### src/design/msat_pkg.sv
package msat_pkg;

   localparam int NUM_TIMERS_DEF = 16;
   localparam int TIME_BITS_DEF  = 48;
   localparam int SLEEP_BITS     = 20;
   localparam int FIRES_BITS     = 7;
   localparam logic [SLEEP_BITS-1:0] SLEEP_RESET = 20'd10000;
   localparam logic [FIRES_BITS-1:0] FIRES_RESET = 7'd64;

   typedef enum logic [2:0] {
      FUNC_TICK       = 3'd0,
      FUNC_ONCE       = 3'd1,
      FUNC_ONCE_AT    = 3'd2,
      FUNC_PERIODIC   = 3'd3,
      FUNC_PERIODIC_AT = 3'd4,
      FUNC_STOP       = 3'd5,
      FUNC_RESTART    = 3'd6,
      FUNC_QUERY      = 3'd7
   } func_type;

   typedef enum logic [1:0] {
      KIND_STATUS = 2'd0,
      KIND_FIRED  = 2'd1,
      KIND_DONE   = 2'd2
   } kind_type;

   typedef enum logic [1:0] {
      ST_OK        = 2'd0,
      ST_BAD_ARG   = 2'd1,
      ST_BAD_STATE = 2'd2
   } status_type;

   localparam logic CSR_SLEEP = 1'b0;
   localparam logic CSR_FIRES = 1'b1;

   typedef enum logic [3:0] {
      S_IDLE,
      S_CMD_RD,
      S_CMD_EXEC,
      S_SCAN_RD,
      S_SCAN_EVAL,
      S_DIV,
      S_REARM,
      S_FIRE_OUT,
      S_DUE_RD,
      S_DUE_EVAL,
      S_OUT
   } state_type;

endpackage

### src/design/multi_slot_alarm_timer_unit.sv
// Multi-slot alarm timer. Slot alarm times and periods live in two
// single-port-read RAMs with a registered read; active flags are
// flip-flops cleared by reset, so a slot never written reads as idle.
// A command transaction passes through accept, RAM read and execute and
// returns one status transaction. A tick walks the slots one by one: a slot
// that does not fire is read and evaluated, a one-shot firing then emits its
// result, and a periodic firing first re-arms from the catch-up remainder,
// which runs one bit per cycle in the shared divider. A second pass over the
// slots finds the next-due delay, and the tick then closes with one
// tick-finished result.
// Each firing and the closing tick-finished result wait while the output
// register still holds an unaccepted transaction; the next request is taken
// once the last response has been loaded into the output register.
module multi_slot_alarm_timer_unit #(
   parameter int NUM_TIMERS = msat_pkg::NUM_TIMERS_DEF,
   parameter int TIME_BITS  = msat_pkg::TIME_BITS_DEF
) (
   input  logic        clock,
   input  logic        reset,
   input  logic        req_valid,
   output logic        req_ready,
   input  logic [2:0]  req_func,
   input  logic [3:0]  req_slot,
   input  logic [47:0] req_time_value,
   input  logic [47:0] req_period_value,
   input  logic [47:0] req_now_us,
   output logic        rsp_valid,
   input  logic        rsp_ready,
   output logic [1:0]  rsp_kind,
   output logic [1:0]  rsp_status,
   output logic [3:0]  rsp_fired_slot,
   output logic [47:0] rsp_late_us,
   output logic        rsp_is_active,
   output logic [19:0] rsp_next_due_us,
   output logic        rsp_last,
   input  logic        csr_valid,
   output logic        csr_ready,
   input  logic        csr_index,
   input  logic [19:0] csr_data
);
   localparam int AW = (NUM_TIMERS > 1) ? $clog2(NUM_TIMERS) : 1;
   localparam int SW = $clog2(NUM_TIMERS + 1);
   localparam logic [TIME_BITS-1:0] TMAX = '1;

   msat_pkg::state_type state_ff, state_in;

   // configuration
   logic [msat_pkg::SLEEP_BITS-1:0] sleep_ff;
   logic [msat_pkg::FIRES_BITS-1:0] fires_lim_ff;

   // latched request
   logic [2:0]           func_ff, func_in;
   logic [3:0]           slot_ff, slot_in;
   logic [TIME_BITS-1:0] tv_ff, tv_in, pv_ff, pv_in, now_ff, now_in;

   // scan
   logic [SW-1:0]        idx_ff, idx_in;
   logic [msat_pkg::FIRES_BITS-1:0] fires_ff, fires_in;
   logic [TIME_BITS-1:0] late_ff, late_in;
   logic [TIME_BITS-1:0] due_ff, due_in;
   logic                 over_ff, over_in;

   logic [NUM_TIMERS-1:0] act_ff, act_in;

   // response register
   logic        rv_ff, rv_in;
   logic [1:0]  rk_ff, rk_in, rs_ff, rs_in;
   logic [3:0]  rslot_ff, rslot_in;
   logic [47:0] rlate_ff, rlate_in;
   logic        ract_ff, ract_in, rlast_ff, rlast_in;
   logic [19:0] rdue_ff, rdue_in;

   // memories
   logic                 a_we, p_we;
   logic [AW-1:0]        waddr, raddr;
   logic [TIME_BITS-1:0] a_wd, p_wd, a_rd, p_rd;

   msat_ram #(.WIDTH(TIME_BITS), .DEPTH(NUM_TIMERS)) u_alarm (
      .clock(clock), .wr_en(a_we), .wr_addr(waddr), .wr_data(a_wd),
      .rd_addr(raddr), .rd_data(a_rd));
   msat_ram #(.WIDTH(TIME_BITS), .DEPTH(NUM_TIMERS)) u_period (
      .clock(clock), .wr_en(p_we), .wr_addr(waddr), .wr_data(p_wd),
      .rd_addr(raddr), .rd_data(p_rd));

   logic                  div_start;
   logic                  div_busy;
   logic [TIME_BITS-1:0]  rem;

   msat_div #(.W(TIME_BITS)) u_div (
      .clock(clock), .reset(reset), .start(div_start),
      .dividend(late_ff), .divisor(p_rd), .busy(div_busy), .remainder(rem));

   function automatic logic [TIME_BITS-1:0] sat_add(
      input logic [TIME_BITS-1:0] a, input logic [TIME_BITS-1:0] b);
      logic [TIME_BITS:0] s;
      s = {1'b0, a} + {1'b0, b};
      return s[TIME_BITS] ? TMAX : s[TIME_BITS-1:0];
   endfunction

   logic                 slot_ok;
   logic [AW-1:0]        cur;
   logic [TIME_BITS-1:0] base, rearm, rel_alarm, dlt;
   logic                 rsp_free;

   assign slot_ok  = {28'd0, slot_ff} < 32'(NUM_TIMERS);
   assign cur      = idx_ff[AW-1:0];
   assign rsp_free = !rv_ff || rsp_ready;
   assign base     = now_ff - rem;
   assign rearm    = sat_add(base, p_rd);
   assign dlt      = a_rd - now_ff;

   always_comb begin
      state_in = state_ff;
      func_in = func_ff; slot_in = slot_ff;
      tv_in = tv_ff; pv_in = pv_ff; now_in = now_ff;
      idx_in = idx_ff; fires_in = fires_ff; late_in = late_ff;
      due_in = due_ff; over_in = over_ff; act_in = act_ff;
      rv_in = rv_ff && !rsp_ready;
      rk_in = rk_ff; rs_in = rs_ff; rslot_in = rslot_ff; rlate_in = rlate_ff;
      ract_in = ract_ff; rlast_in = rlast_ff; rdue_in = rdue_ff;
      a_we = 1'b0; p_we = 1'b0;
      a_wd = '0; p_wd = '0;
      waddr = slot_ff[AW-1:0];
      raddr = slot_ff[AW-1:0];
      div_start = 1'b0;
      rel_alarm = '0;
      req_ready = 1'b0;
      case (state_ff)
         msat_pkg::S_IDLE: begin
            req_ready = 1'b1;
            if (req_valid) begin
               func_in = req_func;
               slot_in = req_slot;
               tv_in = TIME_BITS'(req_time_value);
               pv_in = TIME_BITS'(req_period_value);
               now_in = TIME_BITS'(req_now_us);
               idx_in = '0;
               fires_in = '0;
               over_in = 1'b0;
               state_in = (req_func == msat_pkg::FUNC_TICK) ?
                          msat_pkg::S_SCAN_RD : msat_pkg::S_CMD_RD;
            end
         end
         msat_pkg::S_CMD_RD: begin
            state_in = msat_pkg::S_CMD_EXEC;
         end
         msat_pkg::S_CMD_EXEC: begin
            if (rsp_free) begin
               rs_in = msat_pkg::ST_OK;
               if (!slot_ok) begin
                  rs_in = msat_pkg::ST_BAD_ARG;
               end else begin
                  case (func_ff)
                     msat_pkg::FUNC_ONCE, msat_pkg::FUNC_PERIODIC: begin
                        rel_alarm = sat_add(now_ff,
                           (func_ff == msat_pkg::FUNC_ONCE) ? tv_ff : pv_ff);
                        if (rel_alarm == '0) rs_in = msat_pkg::ST_BAD_ARG;
                        else if (act_ff[slot_ff[AW-1:0]])
                           rs_in = msat_pkg::ST_BAD_STATE;
                        else begin
                           a_we = 1'b1; p_we = 1'b1; a_wd = rel_alarm;
                           p_wd = (func_ff == msat_pkg::FUNC_ONCE) ? '0 : pv_ff;
                           act_in[slot_ff[AW-1:0]] = 1'b1;
                        end
                     end
                     msat_pkg::FUNC_ONCE_AT, msat_pkg::FUNC_PERIODIC_AT: begin
                        if (tv_ff <= now_ff) rs_in = msat_pkg::ST_BAD_ARG;
                        else if (act_ff[slot_ff[AW-1:0]])
                           rs_in = msat_pkg::ST_BAD_STATE;
                        else begin
                           a_we = 1'b1; p_we = 1'b1; a_wd = tv_ff;
                           p_wd = (func_ff == msat_pkg::FUNC_ONCE_AT) ? '0 : pv_ff;
                           act_in[slot_ff[AW-1:0]] = 1'b1;
                        end
                     end
                     msat_pkg::FUNC_STOP: begin
                        if (!act_ff[slot_ff[AW-1:0]]) rs_in = msat_pkg::ST_BAD_STATE;
                        else act_in[slot_ff[AW-1:0]] = 1'b0;
                     end
                     msat_pkg::FUNC_RESTART: begin
                        if (!act_ff[slot_ff[AW-1:0]] || tv_ff == '0)
                           rs_in = msat_pkg::ST_BAD_STATE;
                        else begin
                           a_we = 1'b1; a_wd = sat_add(now_ff, tv_ff);
                           // period read from RAM in the previous cycle
                           p_we = (p_rd != '0); p_wd = tv_ff;
                        end
                     end
                     default: rs_in = msat_pkg::ST_OK;
                  endcase
               end
               rv_in = 1'b1;
               rk_in = msat_pkg::KIND_STATUS;
               rslot_in = slot_ff;
               rlate_in = '0;
               ract_in = slot_ok ? act_in[slot_ff[AW-1:0]] : 1'b0;
               rdue_in = '0;
               rlast_in = 1'b1;
               state_in = msat_pkg::S_IDLE;
            end
         end
         msat_pkg::S_SCAN_RD: begin
            raddr = cur;
            if (idx_ff == SW'(NUM_TIMERS) || fires_ff >= fires_lim_ff) begin
               idx_in = '0;
               due_in = TIME_BITS'(sleep_ff);
               state_in = msat_pkg::S_DUE_RD;
            end else begin
               state_in = msat_pkg::S_SCAN_EVAL;
            end
         end
         msat_pkg::S_SCAN_EVAL: begin
            raddr = cur;
            late_in = now_ff - a_rd;
            if (!act_ff[cur] || a_rd > now_ff) begin
               idx_in = idx_ff + 1'b1;
               state_in = msat_pkg::S_SCAN_RD;
            end else if (p_rd != '0) begin
               state_in = msat_pkg::S_DIV;
            end else begin
               act_in[cur] = 1'b0;
               state_in = msat_pkg::S_FIRE_OUT;
            end
         end
         msat_pkg::S_DIV: begin
            raddr = cur;
            div_start = 1'b1;
            state_in = msat_pkg::S_REARM;
         end
         msat_pkg::S_REARM: begin
            raddr = cur;
            if (!div_busy) begin
               waddr = cur;
               a_we = 1'b1;
               a_wd = rearm;
               state_in = msat_pkg::S_FIRE_OUT;
            end
         end
         msat_pkg::S_FIRE_OUT: begin
            if (rsp_free) begin
               rv_in = 1'b1;
               rk_in = msat_pkg::KIND_FIRED;
               rs_in = msat_pkg::ST_OK;
               rslot_in = 4'(cur);
               rlate_in = 48'(late_ff);
               ract_in = act_ff[cur];
               rdue_in = '0;
               rlast_in = 1'b0;
               fires_in = fires_ff + 1'b1;
               idx_in = idx_ff + 1'b1;
               state_in = msat_pkg::S_SCAN_RD;
            end
         end
         msat_pkg::S_DUE_RD: begin
            raddr = cur;
            if (idx_ff == SW'(NUM_TIMERS) || over_ff) state_in = msat_pkg::S_OUT;
            else state_in = msat_pkg::S_DUE_EVAL;
         end
         msat_pkg::S_DUE_EVAL: begin
            raddr = cur;
            if (act_ff[cur]) begin
               if (a_rd <= now_ff) over_in = 1'b1;
               else if (dlt < due_ff) due_in = dlt;
            end
            idx_in = idx_ff + 1'b1;
            state_in = msat_pkg::S_DUE_RD;
         end
         msat_pkg::S_OUT: begin
            if (rsp_free) begin
               rv_in = 1'b1;
               rk_in = msat_pkg::KIND_DONE;
               rs_in = msat_pkg::ST_OK;
               rslot_in = '0;
               rlate_in = '0;
               ract_in = 1'b0;
               rdue_in = over_ff ? 20'd1 : due_ff[19:0];
               rlast_in = 1'b1;
               state_in = msat_pkg::S_IDLE;
            end
         end
         default: state_in = msat_pkg::S_IDLE;
      endcase
   end

   always_ff @(posedge clock) begin
      func_ff <= func_in; slot_ff <= slot_in;
      tv_ff <= tv_in; pv_ff <= pv_in; now_ff <= now_in;
      idx_ff <= idx_in; fires_ff <= fires_in; late_ff <= late_in;
      due_ff <= due_in; over_ff <= over_in;
      rk_ff <= rk_in; rs_ff <= rs_in; rslot_ff <= rslot_in; rlate_ff <= rlate_in;
      ract_ff <= ract_in; rlast_ff <= rlast_in; rdue_ff <= rdue_in;
      if (reset) begin
         state_ff <= msat_pkg::S_IDLE;
         act_ff <= '0;
         rv_ff <= 1'b0;
         sleep_ff <= msat_pkg::SLEEP_RESET;
         fires_lim_ff <= msat_pkg::FIRES_RESET;
      end else begin
         state_ff <= state_in;
         act_ff <= act_in;
         rv_ff <= rv_in;
         if (csr_valid) begin
            if (csr_index == msat_pkg::CSR_SLEEP) sleep_ff <= csr_data;
            else fires_lim_ff <= csr_data[msat_pkg::FIRES_BITS-1:0];
         end
      end
   end

   assign csr_ready       = 1'b1;
   assign rsp_valid       = rv_ff;
   assign rsp_kind        = rk_ff;
   assign rsp_status      = rs_ff;
   assign rsp_fired_slot  = rslot_ff;
   assign rsp_late_us     = rlate_ff;
   assign rsp_is_active   = ract_ff;
   assign rsp_next_due_us = rdue_ff;
   assign rsp_last        = rlast_ff;

`ifndef SYNTH
   a_idle_only_req: assert property (@(posedge clock) disable iff (reset)
      req_ready |-> state_ff == msat_pkg::S_IDLE)
      else $error("request taken outside idle");
   a_div_scan: assert property (@(posedge clock) disable iff (reset)
      div_busy |-> state_ff == msat_pkg::S_REARM)
      else $error("divider busy outside re-arm");
   a_fire_limit: assert property (@(posedge clock) disable iff (reset)
      rv_in && !rv_ff && rk_in == msat_pkg::KIND_FIRED |-> fires_ff < fires_lim_ff)
      else $error("fired past limit");
   a_done_last: assert property (@(posedge clock) disable iff (reset)
      rv_ff && rk_ff == msat_pkg::KIND_DONE |-> rlast_ff)
      else $error("tick finished without last");
`endif
endmodule

### src/design/msat_ram.sv
module msat_ram #(
   parameter int WIDTH = 48,
   parameter int DEPTH = 16
) (
   input  logic                     clock,
   input  logic                     wr_en,
   input  logic [$clog2(DEPTH)-1:0] wr_addr,
   input  logic [WIDTH-1:0]         wr_data,
   input  logic [$clog2(DEPTH)-1:0] rd_addr,
   output logic [WIDTH-1:0]         rd_data
);
   logic [WIDTH-1:0] mem [DEPTH];

   always_ff @(posedge clock) begin
      if (wr_en) begin
         mem[wr_addr] <= wr_data;
      end
      rd_data <= mem[rd_addr];
   end
endmodule

### src/design/msat_div.sv
// Restoring remainder unit, one quotient bit per cycle.
module msat_div #(
   parameter int W = 48
) (
   input  logic         clock,
   input  logic         reset,
   input  logic         start,
   input  logic [W-1:0] dividend,
   input  logic [W-1:0] divisor,
   output logic         busy,
   output logic [W-1:0] remainder
);
   localparam int CW = $clog2(W + 1);

   logic [W-1:0]  num_ff, num_in;
   logic [W-1:0]  den_ff, den_in;
   logic [W:0]    rem_ff, rem_in;
   logic [CW-1:0] cnt_ff, cnt_in;
   logic          busy_ff, busy_in;
   logic [W:0]    trial;
   logic [W:0]    diff;

   always_comb begin
      trial   = {rem_ff[W-1:0], num_ff[W-1]};
      diff    = trial - {1'b0, den_ff};
      num_in  = num_ff;
      den_in  = den_ff;
      rem_in  = rem_ff;
      cnt_in  = cnt_ff;
      busy_in = busy_ff;
      if (start) begin
         num_in  = dividend;
         den_in  = divisor;
         rem_in  = '0;
         cnt_in  = CW'(W);
         busy_in = 1'b1;
      end else if (busy_ff) begin
         num_in = {num_ff[W-2:0], 1'b0};
         rem_in = diff[W] ? trial : diff;
         cnt_in = cnt_ff - 1'b1;
         if (cnt_ff == CW'(1)) begin
            busy_in = 1'b0;
         end
      end
   end

   always_ff @(posedge clock) begin
      num_ff <= num_in;
      den_ff <= den_in;
      rem_ff <= rem_in;
      if (reset) begin
         busy_ff <= 1'b0;
         cnt_ff  <= '0;
      end else begin
         busy_ff <= busy_in;
         cnt_ff  <= cnt_in;
      end
   end

   assign busy      = busy_ff;
   assign remainder = rem_ff[W-1:0];

`ifndef SYNTH
   a_cnt_idle: assert property (@(posedge clock) disable iff (reset)
      !busy_ff |-> cnt_ff == '0 || $past(busy_ff))
      else $error("divider count left over");
   a_rem_lt: assert property (@(posedge clock) disable iff (reset)
      $fell(busy_ff) && den_ff != '0 |-> rem_ff < {1'b0, den_ff})
      else $error("remainder not below divisor");
   a_start_busy: assert property (@(posedge clock) disable iff (reset)
      start |=> busy_ff)
      else $error("divider did not start");
`endif
endmodule
### config.mk
export PLATFORM = sky130hd
export DESIGN_NAME = multi_slot_alarm_timer_unit
export DESIGN_NICKNAME = d
export VERILOG_FILES = /design/src/design/msat_pkg.sv /design/src/design/multi_slot_alarm_timer_unit.sv /design/src/design/msat_ram.sv /design/src/design/msat_div.sv
export SDC_FILE = /design/constraint.sdc
export NUM_CORES = 2
export LEC_CHECK = 0
export BUFFER_PORTS_ARGS = -buffer_cell sky130_fd_sc_hd__buf_2
export CORE_MARGIN = 1
export CORE_UTILIZATION = 33
export DETAILED_ROUTE_END_ITERATION = 6
export PLACE_DENSITY = 0.48
export SETUP_SLACK_MARGIN = 0.15
export SLEW_MARGIN = 20
export SYNTH_ARGS = -nofsm -noshare
export SYNTH_HDL_FRONTEND = slang
export SYNTH_SLANG_ARGS = --single-unit
### constraint.sdc
create_clock -name clock -period 11.72 [get_ports clock]
set_input_delay 0.586 -clock clock [delete_from_list [all_inputs] [get_ports clock]]
set_output_delay 0.586 -clock clock [all_outputs]
set_load 0.01 [all_outputs]
---- Word level (Yosys, flattened, before mapping) ----
Memory sizes are Yosys's and may differ from the RTL's. A register that Yosys moved wholly into a read port is not among the register bits.
Index checks and enable logic that the tools add are counted.
cells by class
  add/subtract/negate cells ............... 10
  $lt $le $gt $ge ......................... 9
  eq/ne operators ......................... 34
  mux-type cells .......................... 130
  bitwise operators ....................... 6
  reductions and logical operators ........ 48
operator list
  cell                  number
  $mux W48              29
  $pmux W48 S2          3
  $pmux W48 S3          2
  $add A48 B48 Y49      3
  $mux W16              9
  $sub A48 B48 Y48      3
  $le A48 B48 Y1        2
  $logic_not A48 Y1     2
  $mux W20              3
  $sub A49 B48 Y49      1
  $gt A48 B48 Y1        1
  $lt A48 B48 Y1        1
  $pmux W16 S3          1
  $reduce_bool A48 Y1   1
  $mux W4               10
  $pmux W20 S2          1
  $pmux W4 S10          1
  $and A16 B16 Y16      2
  $mux W1               32
  $not A16 Y16          2
  $pmux W16 S2          1
  $ne A2 B2 Y1 const B  13
  $pmux W5 S5           1
  $mux W2               12
  46 further kinds      101
storage, ports and cells
  bits in registers ....................... 537
  RAM bits ................................ 1,536
  bits of input ports ..................... 177
  memories ................................ 2
memories
  name          depth  bits a word  rd ports  clocked after Yosys merged registers in  wr ports  RTL line        RTL
  u_alarm.mem   16     48           1         1                                        1         msat_ram.sv:12  logic [WIDTH-1:0] mem [DEPTH];
  u_period.mem  16     48           1         1                                        1         msat_ram.sv:12

---- Depth between registers and ports, before layout ----
  depth in word-level cells ............... 14
  gate-level depth with buffers ........... 29
  gate-level depth less buffers ........... 28

---- Modules after synthesis ----
Synthesis repeated with hierarchy kept, for this count alone.
second synthesis, totals
  cells, all modules ...................... 7,498
  area total of the unflattened synthesis .. 103,530.5 µm²
by module, submodules not included
  module                       instances  cells an instance  area each (µm²)
  msat_ram                     2          1,242              29,691.0
  multi_slot_alarm_timer_unit  1          4,123              35,422.7
  msat_div                     1          891                8,725.9

---- Worst setup path before layout ----
OpenSTA, ideal clock, no wires.
  path type ............................... register to register
  start point ............................. reg func_ff[0]
  end point ............................... mem u_period.mem[2][0] (enable)
  data arrival time ....................... 7.977 ns
  required time ........................... 11.207 ns
  slack ................................... 3.231 ns
  stages on the path, launching flop included .. 22
  period minus slack after synthesis ...... 8.489 ns
  cells stage by stage .................... edfxtp_1 -> clkbuf_1 -> nand2b_1 -> nor2_1 -> buf_1 -> buf_1 -> mux2_2 -> ha_1 -> clkbuf_1 -> nand2_1 -> o21ai_1 -> inv_1 -> a2111oi_0 -> o2bb2ai_2 -> o31ai_4 -> xor2_1 -> a311oi_1 -> nand4_4 -> a21oi_2 -> o22a_4 -> buf_6 -> nor3_1
on the way
  word-level cells in the longest chain between the ends .. 11
  elaborated cells between the ends (all ways) .. 17
  those cells by class .................... add/sub: 1; eq/ne: 5; mux: 8; reduce/logical: 3
ends and longest elaborated chain
  what                               RTL line                                                                RTL
  from (decl)                        multi_slot_alarm_timer_unit.sv:52                                       logic [2:0] func_ff, func_in;
  from (signal assigned)             multi_slot_alarm_timer_unit.sv:286                                      func_ff <= func_in; slot_ff <= slot_in;
  $eq A3 B1 Y1                       multi_slot_alarm_timer_unit.sv:153, multi_slot_alarm_timer_unit.sv:156
  $mux W48                           multi_slot_alarm_timer_unit.sv:156                                      (func_ff == msat_pkg::FUNC_ONCE) ? tv_ff : pv_ff);
  $add A48 B48 Y49                   multi_slot_alarm_timer_unit.sv:96                                       s = {1'b0, a} + {1'b0, b};
  $mux W48                           multi_slot_alarm_timer_unit.sv:97                                       return s[TIME_BITS] ? TMAX : s[TIME_BITS-1:0];
  $logic_not A48 Y1                  multi_slot_alarm_timer_unit.sv:157                                      if (rel_alarm == '0) rs_in = msat_pkg::ST_BAD_ARG;
  $mux W1                            multi_slot_alarm_timer_unit.sv:157
  $pmux W1 S3 (*)                    multi_slot_alarm_timer_unit.sv:153                                      case (func_ff)
  $mux W1 (*)                        multi_slot_alarm_timer_unit.sv:148                                      if (rsp_free) begin
  $mux W1 (*)                        multi_slot_alarm_timer_unit.sv:128                                      case (state_ff)
  $mux W1 (*)                        msat_ram.sv:15                                                          if (wr_en) begin
  $mux W1 (not written as such) (*)  msat_ram.sv:16                                                          mem[wr_addr] <= wr_data;
  to (decl)                          msat_ram.sv:12
Every way passes the cells marked *; elsewhere a longest branch is shown, timed or not.

---- Final worst setup path ----
  start point ............................. reg now_ff[1]
  end point ............................... mem u_alarm.mem[5][8] (data pin)
on the way
  word-level cells in the longest chain between the ends .. 7
  elaborated cells between the ends (all ways) .. 17
  those cells by class .................... add/sub: 4; order compare: 1; mux: 11; reduce/logical: 1
ends and longest elaborated chain
  what                                                                      RTL line                            RTL
  from (decl)                                                               multi_slot_alarm_timer_unit.sv:54   logic [TIME_BITS-1:0] tv_ff, tv_in, pv_ff, pv_in, now_ff, now_in;
  from (signal assigned)                                                    multi_slot_alarm_timer_unit.sv:287  tv_ff <= tv_in; pv_ff <= pv_in; now_ff <= now_in;
  parallel branches: the longest is 6 deep, another holds $add A48 B48 Y49  --
  $pmux W48 S2 (*)                                                          multi_slot_alarm_timer_unit.sv:128
  net a_wd[8]                                                               multi_slot_alarm_timer_unit.sv:76   logic [TIME_BITS-1:0] a_wd, p_wd, a_rd, p_rd;
  to (decl)                                                                 msat_ram.sv:12
Mark *: on every way through the listed nets, which the timed path passes.

==> impl_metrics.csv <==
group,metric,value,unit
grt,grt_overflow,0,
yosys,yosys.area.top_type_share,55.44,%
grt,grt_max_degree,187,
grt,grtUsageTotal,22.67,%
routing,drcViolationCount,1,
pwr,p_per_area,311.7,nW/um^2
die,die_h,570.6,um
yosys,synth_edf_count,1970,
die,row_count,208,
yosys,syn_nets,9429,
place,place.gp.congestion,0.9628,
yosys,synth_ff_type,"edfxtp_1",
critical_path,cp_max_fo,16,
critical_path,path_buf_inv,2,
routing,postRouteAntennaNets,0,
yosys,syn_area_per_cell,12.13,sq um
timing,hold_slack,0.2225,ns
pwr,power.leakage,45.46,nW
layout,layout_commonest_cell,"edfxtp_1",
pwr,p_comb_share,52.2,%
layout,syn_to_final_growth,15.82,%
place,dp_hpwl,258900,um
layout,layout-drive-gt1-share,11.69,%
pwr,p_switching,0.01754,W
status,status,"finished, violations left",
routing,routed_via_density,5.425,
pwr,swShare,45.54,%
die,ios,258,
critical_path,worstPathRequired,12.06,ns
hold_path,hold_path.startpoint,"reset",
cts,postCtsResizedCells,0,
die,die-area,325600,sq um
critical_path,rr_startpoint,"now_ff[1]",
cts,cts_tree,"built",
yosys,yosysUniqueCellTypes,111,
timing,skew,0.08333,ns
yosys,synthTopCellsByArea,"edfxtp_1, ha_1, a211oi_1",
critical_path,critical_path_class,"flip-flop to flip-flop",
pwr,p_clk_share,20.2,%
timing,worstMarginPinSlew,1.131,ns
yosys,syn_area,106700,sq um
grt,grt_antenna_before_repair,16,
cts,clk_latency,0.94,ns
hold_path,min_path_type,"input port to flip-flop",
yosys,synth-seq-cells,2169,
routing,drt_pass1_iterations,7,
critical_path,critical-path-max-stage-delay,0.75,ns
cts,cts_buffers,241,
pwr,finalPower,0.03852,W
status,violations,"DRC",
cts,path_clk_slew,0.06,ns
critical_path,cp-start-kind,"flip-flop",
cts,clock_path_buffers,4,
critical_path,cp-end-kind,"flip-flop",
pwr,seqPwrFrac,27.6,%
cts,cts_sinks,2169,
timing,finalHoldViolCount,0,
critical_path,crit_path_top_delay_cell,"nand4_1",
die,core,321400,sq um
routing,routed_wl,378400,um
cts,cts-htree-levels,4,
timing,post-route-period-util,66.77,%
routing,drt_iter0_markers,6446,
cts,clock-root-buffer,"clkbuf_16",
yosys,syn_inst,8800,
pwr,p_int,0.02098,W
yosys,ys_warn_count,0,
yosys,synth_area_leader_cell,"edfxtp_1",
layout,design_area,123600,sq um
timing,rsz0062_at_grt,"no",
place,dpl-instance-area,113600,sq um
layout,final_nets,9836,
die,fp.dieW,570.6,um
grt,grt_pass1_wl,533100,um
flow_run,drv_cap,0,
critical_path,cp_top_family,"compound AO/OA/AOI/OAI gates",
timing,fmaxAchievable,127.8,MHz
pwr,peakVddDrop,0.0003029,V
timing,fin_tns_setup,0,ns
place,numPortBuffers,256,
grt,grt_pass1_vias,72240,
timing,slew-limit-headroom,24.33,%
timing,setup_viol,0,
layout,final_cell_mix,"edfxtp_1, a21oi_1, a211oi_1, nor2b_1, nand2_1",
layout,n_fill_cell,30660,
yosys,synth-seq-area-share,59.17,%
timing,drv_slew,0,
routing,vias,74430,
die,start_util,33.20,%
routing,wire_per_inst,27.58,um
critical_path,arrival,8.17,ns
yosys,async_flop_share,0,%
critical_path,critPathLaunch,"now_ff[1]",
timing,fin_crit,7.825,ns
==> what timing repair did <==
action                                 in CTS  in global routing
hold buffers                              177                  0
endpoints found under the hold margin     180                  0
setup buffers                               0                  0
==> power groups by stage <==
| stage | clock [W] | combinational, W | sequential [W] |
|---|---|---|---|
| 2_1_floorplan | 0 | 0.0133 | 0.0102 |
| 3_3_place_gp | 0 | 0.0198 | 0.0108 |
| 3_5_place_dp | 0 | 0.0198 | 0.0108 |
| 4_1_cts | 0.00794 | 0.0200 | 0.0106 |
| 5_1_grt | 0.00821 | 0.0217 | 0.0106 |
| 6_report | 0.00778 | 0.0201 | 0.0106 |
==> kinds of logic after synthesis <==
group	after synthesis	synth area share [%]
AO/OA/AOI/OAI	2623	16.14
other	1	0.003514
buffers and inverters	854	3.129
multiplexers	472	4.607
XOR/XNOR	295	2.421
adder cells (fa/ha/maj)	452	5.349
flip-flops	2169	59.17
AND/OR/NAND/NOR	1934	9.183
==> worst min-delay path, cell delays in order <==
cell and delay, ns:
buf_2 0.10, buf_4 0.27, nor2_1 0.16
==> path summary, 6_finish.rpt <==
path,endpoint,slack (ns),cells after the start
setup / recovery,u_alarm.mem[5][8],3.89,27
hold / removal,u_div.busy,0.22,3
setup reg to reg,u_alarm.mem[5][8],3.89,27
hold reg to reg,sleep_ff[11],0.46,2
==> per-layer routing <==
layer	part of all wire, %	up-vias	track usage (%)
li1	-	34140	-
met1	43	37300	29.88
met2	46	2367	36.73
met3	5.4	615	3.225
met4	5.3	0	10.65
met5	0	-	0
==> flip-flops by register name (all words and copies together), names as in the netlist, 16 cells and up <==
name and count:
u_div.den_ff 48, u_div.rem_ff 48, tv_ff 48, act_ff 16, u_alarm.mem 768, u_period.rd_data 48
now_ff 48, u_period.mem 768, due_ff 48, late_ff 48, u_alarm.rd_data 48, u_div.num_ff 48
pv_ff 48, rsp_next_due_us 20, rsp_late_us 48, sleep_ff 20
==> cell type report <==
type / instances / area (sq um) / share of cell area (%)
flip-flops and latches: 2169 / 63140 / 51.09
clock inverters: 127 / 1500 / 1.214
diodes: 6 / 15.01 / 0.01215
repair buffers: 659 / 4878 / 3.947
multi-input cells: 5777 / 40710 / 32.94
well taps: 4305 / 5386 / 4.358
clock buffers: 318 / 6603 / 5.342
inverters: 359 / 1350 / 1.092
==> synthesized netlist by cell type, types with 14 or more instances <==
master,count
a2111oi_0,17
a211o_1,18
a211oi_1,722
a21o_1,184
a21oi_1,855
a22oi_1,43
a22oi_2,20
a31oi_1,38
and2_1,49
and3_1,24
buf_1,37
buf_2,26
clkbuf_1,413
dfxtp_1,199
edfxtp_1,1970
ha_1,445
inv_1,355
mux2_2,63
mux2i_1,400
nand2_1,454
nand2b_1,63
nand3_1,93
nand4_1,71
nor2_1,422
nor2b_1,493
nor3_1,120
nor4_1,45
o211ai_1,47
o21a_1,61
o21ai_0,295
o21ai_1,36
o21bai_1,64
o311ai_0,14
o31ai_1,29
or2_2,25
or3_1,26
xnor2_1,179
xor2_1,116
==> metrics by stage <==
step	utilization, %	setup slack, ns	std cells
2_1_floorplan	-	3.231	8800
3_3_place_gp	35.32	3.768	13090
3_5_place_dp	35.35	3.942	13090
4_1_cts	38.42	3.876	13710
5_1_grt	38.45	3.216	13720
6_report	38.45	3.895	13720
No activity file was read; power rests on OpenSTA's default activity.
